File: config.mk
export PLATFORM = sky130hd
export DESIGN_NAME = number_to_ascii_formatter
export DESIGN_NICKNAME = d
export VERILOG_FILES = /design/src/hdl/nta_pkg.sv /design/src/hdl/nta_dabble.sv /design/src/hdl/number_to_ascii_formatter.sv
export SDC_FILE = /design/constraint.sdc
export NUM_CORES = 1
export LEC_CHECK = 0
export BUFFER_PORTS_ARGS = -buffer_cell sky130_fd_sc_hd__buf_4
export CAP_MARGIN = 5
export CORE_ASPECT_RATIO = 2
export CORE_MARGIN = 3
export CORE_UTILIZATION = 60
export DETAILED_ROUTE_END_ITERATION = 7
export PLACE_DENSITY = 0.86
export SYNTH_ARGS = -nofsm -noshare
export SYNTH_HDL_FRONTEND = slang
export SYNTH_SLANG_ARGS = --single-unit
File: constraint.sdc
create_clock -name clk_i -period 11.6 [get_ports clk_i]
set_input_delay 2.32 -clock clk_i [delete_from_list [all_inputs] [get_ports clk_i]]
set_output_delay 2.32 -clock clk_i [all_outputs]
set_load 0.005 [all_outputs]
File: src/hdl/nta_pkg.sv
// Package for the number-to-ASCII formatter: format codes, FSM states,
// character constants and the control struct of the binary-to-BCD shifter.
// No dependencies.
package nta_pkg;

  // Format selector codes
  typedef enum logic [1:0] {
    ACT_UDEC = 2'd0,
    ACT_SDEC = 2'd1,
    ACT_HEX  = 2'd2,
    ACT_BIN  = 2'd3
  } nta_action_e;

  typedef enum logic [2:0] {
    ST_IDLE,
    ST_CONV,
    ST_LOAD,
    ST_SKIP,
    ST_EMIT
  } nta_state_e;

  localparam int unsigned VALUE_W    = 32;
  localparam int unsigned DEC_DIGITS = 10;          // digits of 2^32-1
  localparam int unsigned DIG_W      = 4 * DEC_DIGITS;
  localparam int unsigned HEX_DIGITS = VALUE_W / 4;
  localparam int unsigned CONV_STEPS = VALUE_W;

  localparam logic [7:0] ASCII_ZERO    = 8'd48;
  localparam logic [7:0] ASCII_HEX_OFF = 8'd55;
  localparam logic [7:0] ASCII_MINUS   = 8'd45;
  localparam logic [3:0] DEC_BASE      = 4'd10;

  // Control of the double-dabble shifter
  typedef struct packed {
    logic clr;      // clear the BCD register
    logic shift;    // adjust and shift in one bit
    logic bit_in;   // next value bit, MSB first
  } nta_dab_ctl_t;

endpackage

File: src/hdl/nta_dabble.sv
// Bit-serial binary-to-BCD converter (shift and add-3), one bit per cycle while shift is set.
// Depends on nta_pkg.
module nta_dabble
  import nta_pkg::*;
(
  input  logic         clk_i,
  input  logic         rst_ni,
  input  nta_dab_ctl_t ctl_i,
  output logic [DIG_W-1:0] bcd_o
);

  logic [DIG_W-1:0] bcd_q, bcd_d, adj;

  // add 3 to every digit of 5 or more, then shift the new bit in
  always_comb begin
    for (int i = 0; i < DEC_DIGITS; i++) begin
      adj[4*i +: 4] = (bcd_q[4*i +: 4] >= 4'd5) ? bcd_q[4*i +: 4] + 4'd3
                                               : bcd_q[4*i +: 4];
    end
    bcd_d = bcd_q;
    if (ctl_i.clr) begin
      bcd_d = '0;
    end else if (ctl_i.shift) begin
      bcd_d = {adj[DIG_W-2:0], ctl_i.bit_in};
    end
  end

  always_ff @(posedge clk_i or negedge rst_ni) begin
    if (!rst_ni) begin
      bcd_q <= '0;
    end else begin
      bcd_q <= bcd_d;
    end
  end

  assign bcd_o = bcd_q;

endmodule

File: src/hdl/number_to_ascii_formatter.sv
// Top level of the number-to-ASCII formatter: request intake, digit
// shift register, character emit FSM. Depends on nta_pkg and nta_dabble.
//
// Channel   Direction  Handshake               Fields
// request   in         start & !busy           value_i, action_i, bit_count_i
// character out        strobe_o (one cycle)    char_code_o, last_o
//
// One request at a time. Decimal: the request is taken in, its magnitude is
// converted to BCD one bit at a time, the BCD digits are loaded, leading zero
// digits are dropped (one is kept), then the characters are emitted. Hex and
// binary skip the conversion: hex drops leading zero digits (keeping one),
// binary drops the bits above its clamped character count, and then the
// characters go out. The '-' of a negative signed value goes out while the
// first magnitude bit is converted. Reset returns the FSM to idle. The
// receiver cannot stall; busy stays high until the last character is out.
module number_to_ascii_formatter
  import nta_pkg::*;
(
  input  logic        clk_i,
  input  logic        rst_ni,
  input  logic        start,
  output logic        busy,
  input  logic [31:0] value_i,
  input  logic [1:0]  action_i,
  input  logic [5:0]  bit_count_i,
  output logic        strobe_o,
  output logic [7:0]  char_code_o,
  output logic        last_o
);

  nta_state_e state_q, state_d;
  nta_action_e act_q, act_d;
  logic [DIG_W-1:0] dig_q, dig_d;     // digits, most significant at the top
  logic [5:0] cnt_q, cnt_d;           // digits/bits still in dig_q
  logic [5:0] lim_q, lim_d;           // binary character count
  logic [4:0] step_q, step_d;         // conversion bit counter
  logic       neg_q, neg_d;

  nta_dab_ctl_t dab_ctl;
  logic [DIG_W-1:0] bcd;
  logic [VALUE_W-1:0] mag;
  logic [3:0] top_nib;
  logic       is_bin;

  nta_dabble u_dabble (
    .clk_i  (clk_i),
    .rst_ni (rst_ni),
    .ctl_i  (dab_ctl),
    .bcd_o  (bcd)
  );

  // magnitude: negate only for a negative signed request
  assign mag = (nta_action_e'(action_i) == ACT_SDEC && value_i[VALUE_W-1])
             ? (~value_i + 32'd1) : value_i;
  assign top_nib = dig_q[DIG_W-1 -: 4];
  assign is_bin  = (act_q == ACT_BIN);
  assign busy    = (state_q != ST_IDLE);

  always_comb begin
    state_d     = state_q;
    act_d       = act_q;
    dig_d       = dig_q;
    cnt_d       = cnt_q;
    lim_d       = lim_q;
    step_d      = step_q;
    neg_d       = neg_q;
    dab_ctl     = '0;
    strobe_o    = 1'b0;
    last_o      = 1'b0;
    char_code_o = ASCII_ZERO;

    case (state_q)
      ST_IDLE: begin
        if (start) begin
          act_d  = nta_action_e'(action_i);
          dig_d  = {mag, 8'b0};
          neg_d  = (nta_action_e'(action_i) == ACT_SDEC) && value_i[VALUE_W-1];
          step_d = '0;
          dab_ctl.clr = 1'b1;
          // binary count: 0 -> 1, above 32 -> 32
          if (bit_count_i == 6'd0) begin
            lim_d = 6'd1;
          end else if (bit_count_i > 6'(VALUE_W)) begin
            lim_d = 6'(VALUE_W);
          end else begin
            lim_d = bit_count_i;
          end
          case (nta_action_e'(action_i))
            ACT_BIN: begin
              cnt_d   = 6'(VALUE_W);
              state_d = ST_SKIP;
            end
            ACT_HEX: begin
              cnt_d   = 6'(HEX_DIGITS);
              state_d = ST_SKIP;
            end
            default: begin
              state_d = ST_CONV;
            end
          endcase
        end
      end

      ST_CONV: begin
        // feed one magnitude bit per cycle, MSB first
        dab_ctl.shift  = 1'b1;
        dab_ctl.bit_in = dig_q[DIG_W-1];
        dig_d  = {dig_q[DIG_W-2:0], 1'b0};
        step_d = step_q + 5'd1;
        if (neg_q && step_q == 5'd0) begin
          strobe_o    = 1'b1;
          char_code_o = ASCII_MINUS;
        end
        if (step_q == 5'(CONV_STEPS - 1)) begin
          state_d = ST_LOAD;
        end
      end

      ST_LOAD: begin
        dig_d   = bcd;
        cnt_d   = 6'(DEC_DIGITS);
        state_d = ST_SKIP;
      end

      ST_SKIP: begin
        // drop leading zeros (keep one), or align binary to its count
        if (is_bin) begin
          if (cnt_q > lim_q) begin
            dig_d = {dig_q[DIG_W-2:0], 1'b0};
            cnt_d = cnt_q - 6'd1;
          end else begin
            state_d = ST_EMIT;
          end
        end else if (top_nib == 4'd0 && cnt_q > 6'd1) begin
          dig_d = {dig_q[DIG_W-5:0], 4'b0};
          cnt_d = cnt_q - 6'd1;
        end else begin
          state_d = ST_EMIT;
        end
      end

      ST_EMIT: begin
        strobe_o = 1'b1;
        last_o   = (cnt_q == 6'd1);
        if (is_bin) begin
          char_code_o = ASCII_ZERO + {7'b0, dig_q[DIG_W-1]};
          dig_d       = {dig_q[DIG_W-2:0], 1'b0};
        end else begin
          char_code_o = (top_nib < DEC_BASE) ? ASCII_ZERO + {4'b0, top_nib}
                                             : ASCII_HEX_OFF + {4'b0, top_nib};
          dig_d       = {dig_q[DIG_W-5:0], 4'b0};
        end
        cnt_d = cnt_q - 6'd1;
        if (cnt_q == 6'd1) begin
          state_d = ST_IDLE;
        end
      end

      default: begin
        state_d = ST_IDLE;
      end
    endcase
  end

  always_ff @(posedge clk_i or negedge rst_ni) begin
    if (!rst_ni) begin
      state_q <= ST_IDLE;
    end else begin
      state_q <= state_d;
    end
  end

  // payload and per-request context
  always_ff @(posedge clk_i) begin
    act_q  <= act_d;
    dig_q  <= dig_d;
    cnt_q  <= cnt_d;
    lim_q  <= lim_d;
    step_q <= step_d;
    neg_q  <= neg_d;
  end

endmodule
==> reports/metrics.cfg, run 1 <==
[global_route]
busiest_layer = met2
grt_util_met2_pct = 50.6
grt_pass1_wl_mm = 27.7
grt_util_met1_pct = 32.4
met3_usage_pct = 4.66
grt-ovfl-total = 0
grt_pass1_vias = 5794
antenna_found_initial = 0
grt_max_degree = 73
globalRouteTotalUtil_pct = 28.6

[sta]
final.setup.tns_ns = 0
finalCritPeriodShare_pct = 42.2
setup_ws_ns = 6.70
slew_headroom_pct = 20.5
worst_slew_pin_slew_ns = 1.19
rsz0062_at_grt = no
slew_viol_final = 0
max_freq_mhz = 204
finalSetupViolCount = 0
hold_violations = 0
period_minus_slack_ns = 4.90
skew_ns = 0.00831

[detailed_routing]
vias = 5683
wl_per_cell_um = 19.3
avgViaCountPerCell = 6.52
antenna_left = 0
dr.pass1.iters = 6
drt-initial-drc-count = 670
remaining_drc_errors = 0
routed_wl_mm = 16.8

[yosys]
syn_area_per_cell_um2 = 9.38
async_reset_ff_share_pct = 41.7
synth_flop_cell = edfxtp_1
synth-seq-cells = 103
synth_edf_count = 60
yosys_warnings = 0
yosysSeqAreaShare_pct = 43.7
syn-instance-count = 702
syn_area_um2 = 6590
synth.net_count = 778
ys_types = 60

[power]
comb_power_share_pct = 46.0
p_per_area_nw_per_um2 = 284
pwr-share-clk_pct = 15.6
power_switching_w = 0.000916
switching_share_pct = 43.7
power.static_leakage_nw = 2.93
peakVddDrop_mv = 0.197
p_int_w = 0.00118
seqPwrFrac_pct = 38.4

[worst_setup_path]
required_ns = 9.28
cp_max_fo = 24
path_cells = and2_1 -> nand4_1 -> nor2b_1 -> buf_4
cp.arrival_ns = 2.58
critPathSlowestCell = dfrtp_1
slowest_delay_ns = 0.83
cp-end-kind = output pin
critPathLaunchType = flip-flop
r2r_setup_slack_ns = 8.78
path_class = reg -> out

[clock_network]
ctsHoldBuffers = 0
cts_made_buffers = 9
ctsResizeCount = 0
clk_pin_slew_worst_paths_ns = 0.07
cts.sink_count = 103
ctsRootBufferMaster = clkbuf_16
cts_buffer_depth = 2
cts_tree = yes
post-cts-setup-buffer-count = 0
cts_max_level = 3
insertion_delay_ns = 0.35

[finish]
drive_gt1_share_pct = 12.2
nNetsFinal = 806
syn2layout_area_growth_pct = 11.8
antenna_cells = 0

[worst_hold_path]
hp-class = reg -> reg

[placed_design]
gp_congestion = 0.880
place_hpwl_mm = 11.9
io_buffers = 52
dp_slack_ns = 6.94

[outcome]
status = finished, final reports clean

[floorplan]
ioPinCount = 54
die_h_um = 154
die-area_um2 = 12300
coreArea_um2 = 10600
die_x_um = 80.1
initial_core_util_pct = 62.1
rows = 53

[job]
cap_violations = 0

cells in the mapped netlist (3+ instances only):
| cell type | count | share of area [%] |
|---|---|---|
| a21oi_1 | 75 | 5.7 |
| nor2_1 | 63 | 3.6 |
| edfxtp_1 | 60 | 27 |
| nand2_1 | 46 | 2.6 |
| dfrtp_1 | 43 | 16 |
| inv_1 | 43 | 2.5 |
| o21ai_0 | 43 | 3.3 |
| ha_1 | 33 | 6.3 |
| clkbuf_1 | 31 | 1.8 |
| xor2_1 | 29 | 3.9 |
| o22ai_1 | 22 | 2.1 |
| xnor2_1 | 21 | 2.8 |
| a222oi_1 | 14 | 2.1 |
| a22oi_1 | 14 | 1.6 |
| nor3_1 | 14 | 1.1 |
| nand3_1 | 13 | 0.99 |
| a22o_1 | 12 | 1.6 |
| nand2b_1 | 12 | 1.1 |
| o21ai_1 | 10 | 0.76 |
| a221oi_1 | 8 | 1.1 |
| nor2b_1 | 8 | 0.76 |
| or3_1 | 8 | 0.76 |
| a31oi_1 | 5 | 0.47 |
| nor4_1 | 5 | 0.47 |
| o31ai_1 | 5 | 0.57 |
| or4_1 | 5 | 0.57 |
| a221o_1 | 4 | 0.61 |
| and3_1 | 4 | 0.38 |
| buf_1 | 4 | 0.23 |
| mux2i_1 | 4 | 0.61 |
| o41ai_1 | 4 | 0.53 |
| buf_2 | 3 | 0.23 |
| o211ai_1 | 3 | 0.34 |
path summary, 6_finish.rpt:
path                                    start            endpoint  cells past startpoint
max reg2reg                        state_q[0]           dig_q[18]                      6
min                        u_dabble.bcd_o[11]  u_dabble.bcd_o[11]                      1
max                                state_q[0]      char_code_o[4]                      4
min reg2reg                u_dabble.bcd_o[11]  u_dabble.bcd_o[11]                      1
max in group asynchronous              rst_ni   u_dabble.bcd_o[6]                      1
min in group asynchronous              rst_ni  u_dabble.bcd_o[30]                      1
metrics by stage:
step           power, W  instance area [µm²]  hold WS, ns  cells  util (%)
2_1_floorplan   0.00147                 6590        0.529    702         -
3_3_place_gp    0.00168                 7050        0.548    856      66.4
3_5_place_dp    0.00174                 7050        0.568    856      66.4
4_1_cts         0.00208                 7370        0.583    872      69.4
5_1_grt         0.00224                 7370        0.610    872      69.4
6_report        0.00209                 7370        0.587    872      69.4
metal layers:
metal	up-vias	wire length, µm
met5	-	0
met4	0	573
met3	43	1010
met2	262	9240
met1	2734	5980
li1	2644	-
layout by cell type (no fill, tap or decap), drive strengths merged, types with 15 or more instances in the layout:
cell and n:
a21oi 75, dfrtp 43, o22ai 22, xor2 29, xnor2 21, nand2 46, nor2 64, nor3 15
buf 57, o21ai 53, edfxtp 60, inv 44, ha 33
critical path: cells and delay by family, from the launching register on:
kind                   cells  cell delay, ns
flip-flops                 1            0.83
buffers and inverters      1            0.13
AND/OR/NAND/NOR            3            1.26
flip-flops by register name, indices dropped and copies added, names as in the netlist:
register / cells
cnt_q: 6
act_q: 2
dig_q: 40
lim_q: 6
state_q: 3
neg_q: 1
u_dabble.bcd_o: 40
step_q: 5
cell type report:
| type | instances | area, µm² |
|---|---|---|
| Timing Repair Buffer | 57 | 428 |
| Tap cell | 137 | 171 |
| Multi-Input combinational cell | 516 | 3410 |
| Sequential cell | 103 | 2880 |
| Fill cell | 795 | 3240 |
| Clock buffer | 9 | 225 |
| Clock inverter | 7 | 95.1 |
| Inverter | 43 | 161 |
logic make-up after synthesis:
group | after synthesis | synth area share, %
XOR/XNOR | 50 | 6.65
AND/OR/NAND/NOR | 196 | 14.5
buffers and inverters | 83 | 4.96
AO/OA/AOI/OAI | 232 | 23.2
adder cells (fa/ha/maj) | 33 | 6.27
other | 1 | 0.0569
multiplexers | 4 | 0.608
flip-flops | 103 | 43.7
power by group through the flow:
stage	logic, W	clock network, W	registers (W)
6_report	0.000964	0.000327	0.000804
2_1_floorplan	0.000740	0	0.000728
5_1_grt	0.00107	0.000344	0.000824
3_5_place_dp	0.000940	0	0.000802
3_3_place_gp	0.000892	0	0.000791
4_1_cts	0.000956	0.000328	0.000798
Note: power is estimated with default switching activity, not from simulation.
==> run 2: changes to the inputs <==
--- a/config.mk
+++ b/config.mk
@@ -9,9 +9,9 @@
 export CAP_MARGIN = 5
 export CORE_ASPECT_RATIO = 2
 export CORE_MARGIN = 3
-export CORE_UTILIZATION = 60
+export CORE_UTILIZATION = 55
 export DETAILED_ROUTE_END_ITERATION = 7
-export PLACE_DENSITY = 0.86
+export PLACE_DENSITY = 0.83
 export SYNTH_ARGS = -nofsm -noshare
 export SYNTH_HDL_FRONTEND = slang
 export SYNTH_SLANG_ARGS = --single-unit
==> constraint.sdc (replaced) <==
create_clock -name clk_i -period 4.2 [get_ports clk_i]
set_input_delay 0.84 -clock clk_i [delete_from_list [all_inputs] [get_ports clk_i]]
set_output_delay 0.84 -clock clk_i [all_outputs]
set_load 0.005 [all_outputs]
==> reports/metrics.cfg, run 2 (same netlist as run 1, synthesis figures left out) <==
[sta]
setup_ws_ns = 0.837  ; -5.87 ns
worst_slew_pin_slew_ns = 1.23  ; +0.0445 ns
final.setup.tns_ns = 0  ; unchanged
slew_viol_final = 0  ; unchanged
max_freq_mhz = 297
hold_violations = 0  ; unchanged
rsz0062_at_grt = no
finalSetupViolCount = 0  ; unchanged
slew_headroom_pct = 17.6  ; -3.0 points
skew_ns = 0.00738  ; -0.000934 ns
period_minus_slack_ns = 3.36
finalCritPeriodShare_pct = 80.1

[worst_setup_path]
path_class = reg -> out
cp-end-kind = output pin
required_ns = 3.36  ; -5.92 ns
cp_num_buf_inv = 1  ; unchanged
slowest_delay_ns = 0.61  ; -0.22 ns
path_cells = nor2_1 -> and2_1 -> nand4_1 -> nor2b_1 -> buf_4
critPathLaunchType = flip-flop
cpLargestDelayFamily = simple AND/OR/NAND/NOR gates
critPathSlowestCell = dfrtp_1
cp.arrival_ns = 2.52  ; -0.06 ns
cp_max_fo = 18  ; -25%

[placed_design]
dpl_cell_area_um2 = 7060  ; +0.14%
gp_congestion = 0.888  ; +0.82%
io_buffers = 52  ; unchanged
dp_slack_ns = 1.00  ; -5.93 ns
place_hpwl_mm = 12.3  ; +3.3%

[power]
p_per_area_nw_per_um2 = 772  ; +170%
peakVddDrop_mv = 0.563  ; +190%
power.static_leakage_nw = 2.90  ; -0.83%
power_w = 0.00566  ; +170%

[global_route]
grt_pass1_vias = 5854  ; +1.0%
globalRouteTotalUtil_pct = 25.5  ; -3.1 points
grt_pass1_wl_mm = 27.8  ; +0.40%
grt-ovfl-total = 0  ; unchanged
grt_max_degree = 73  ; unchanged
antenna_found_initial = 0  ; unchanged

[detailed_routing]
remaining_drc_errors = 0  ; unchanged
vias = 5655  ; -0.49%
dr.pass1.iters = 7  ; +1
drt-initial-drc-count = 491  ; -27%
antenna_left = 0  ; unchanged
wl_per_cell_um = 19.0  ; -1.4%
avgViaCountPerCell = 6.43  ; -1.4%
routed_wl_mm = 16.7  ; -0.49%

[finish]
final_cell_mix = 74 x a21oi_1, 61 x nor2_1, 60 x edfxtp_1
syn2layout_area_growth_pct = 11.3
mostFrequentLayoutCell = a21oi_1
nNetsFinal = 806  ; unchanged
final_area_um2 = 7330  ; -0.46%
drive_gt1_share_pct = 12.1  ; -0.14 points
antenna_cells = 0  ; unchanged

[floorplan]
die_x_um = 83.4  ; +4.1%
die_h_um = 161  ; +4.3%
initial_core_util_pct = 56.3  ; -5.8 points
rows = 56  ; +5.7%
coreArea_um2 = 11700  ; +10%
ioPinCount = 54  ; unchanged
die-area_um2 = 13400  ; +8.6%

[job]
cap_violations = 0  ; unchanged

[clock_network]
cts.sink_count = 103  ; unchanged
clk_pin_slew_worst_paths_ns = 0.07  ; about the same
cts_made_buffers = 9  ; unchanged
cts_tree = yes
cts_max_level = 3  ; unchanged
post-cts-setup-buffer-count = 0  ; unchanged
ctsRootBufferMaster = clkbuf_16
ctsHoldBuffers = 0  ; unchanged
ctsResizeCount = 0  ; unchanged
cts_buffer_depth = 2  ; unchanged
insertion_delay_ns = 0.35  ; about the same

[outcome]
status = finished, final reports clean

[worst_hold_path]
hp-class = in -> async

run 2: path summary, 6_finish.rpt:
kind | depth (start not counted) | start | to | slack (ns)
worst max-delay path | 5 | state_q[1] | char_code_o[4] | 0.84
worst min-delay path | 1 | rst_ni | u_dabble.bcd_o[5] | 0.48
worst max register to register | 5 | state_q[0] | dig_q[9] | 1.28
worst min register to register | 2 | u_dabble.bcd_o[39] | u_dabble.bcd_o[39] | 0.57
max in group asynchronous | 1 | rst_ni | state_q[0] | 3.30
min in group clk_i | 2 | u_dabble.bcd_o[39] | u_dabble.bcd_o[39] | 0.57
run 2: per-layer routing:
metal	vias to the layer above	global-route usage, %	part of all wire, %	wire [µm]
li1	2642	-	-	-
met1	2714	27.6	36	6030
met2	241	46.8	54	8970
met3	58	3.75	5.9	993
met4	0	14.1	4.3	718
met5	-	0	0	0
run 2: report_power, final:
part           total (W)  internal, W  switching [W]
Combinational    0.00265     0.000993        0.00166
Sequential       0.00223      0.00174       0.000481
Clock           0.000784     0.000417       0.000367
run 2: stage by stage:
stage | instances | hold WS (ns) | utilization [%]
4_1_cts | 880 | 0.501 | 62.7
3_3_place_gp | 864 | 0.549 | 60.3
6_report | 880 | 0.478 | 62.7
5_1_grt | 880 | 0.518 | 62.7
2_1_floorplan | 702 | 0.529 | -
3_5_place_dp | 864 | 0.561 | 60.3
run 2: area by class of cell:
cell class | count | area (µm²)
Clock inverter | 5 | 33.8
Timing Repair Buffer | 57 | 428
Tap cell | 145 | 181
Multi-Input combinational cell | 516 | 3410
Clock buffer | 11 | 243
Inverter | 43 | 161
Sequential cell | 103 | 2880
Fill cell | 948 | 4370
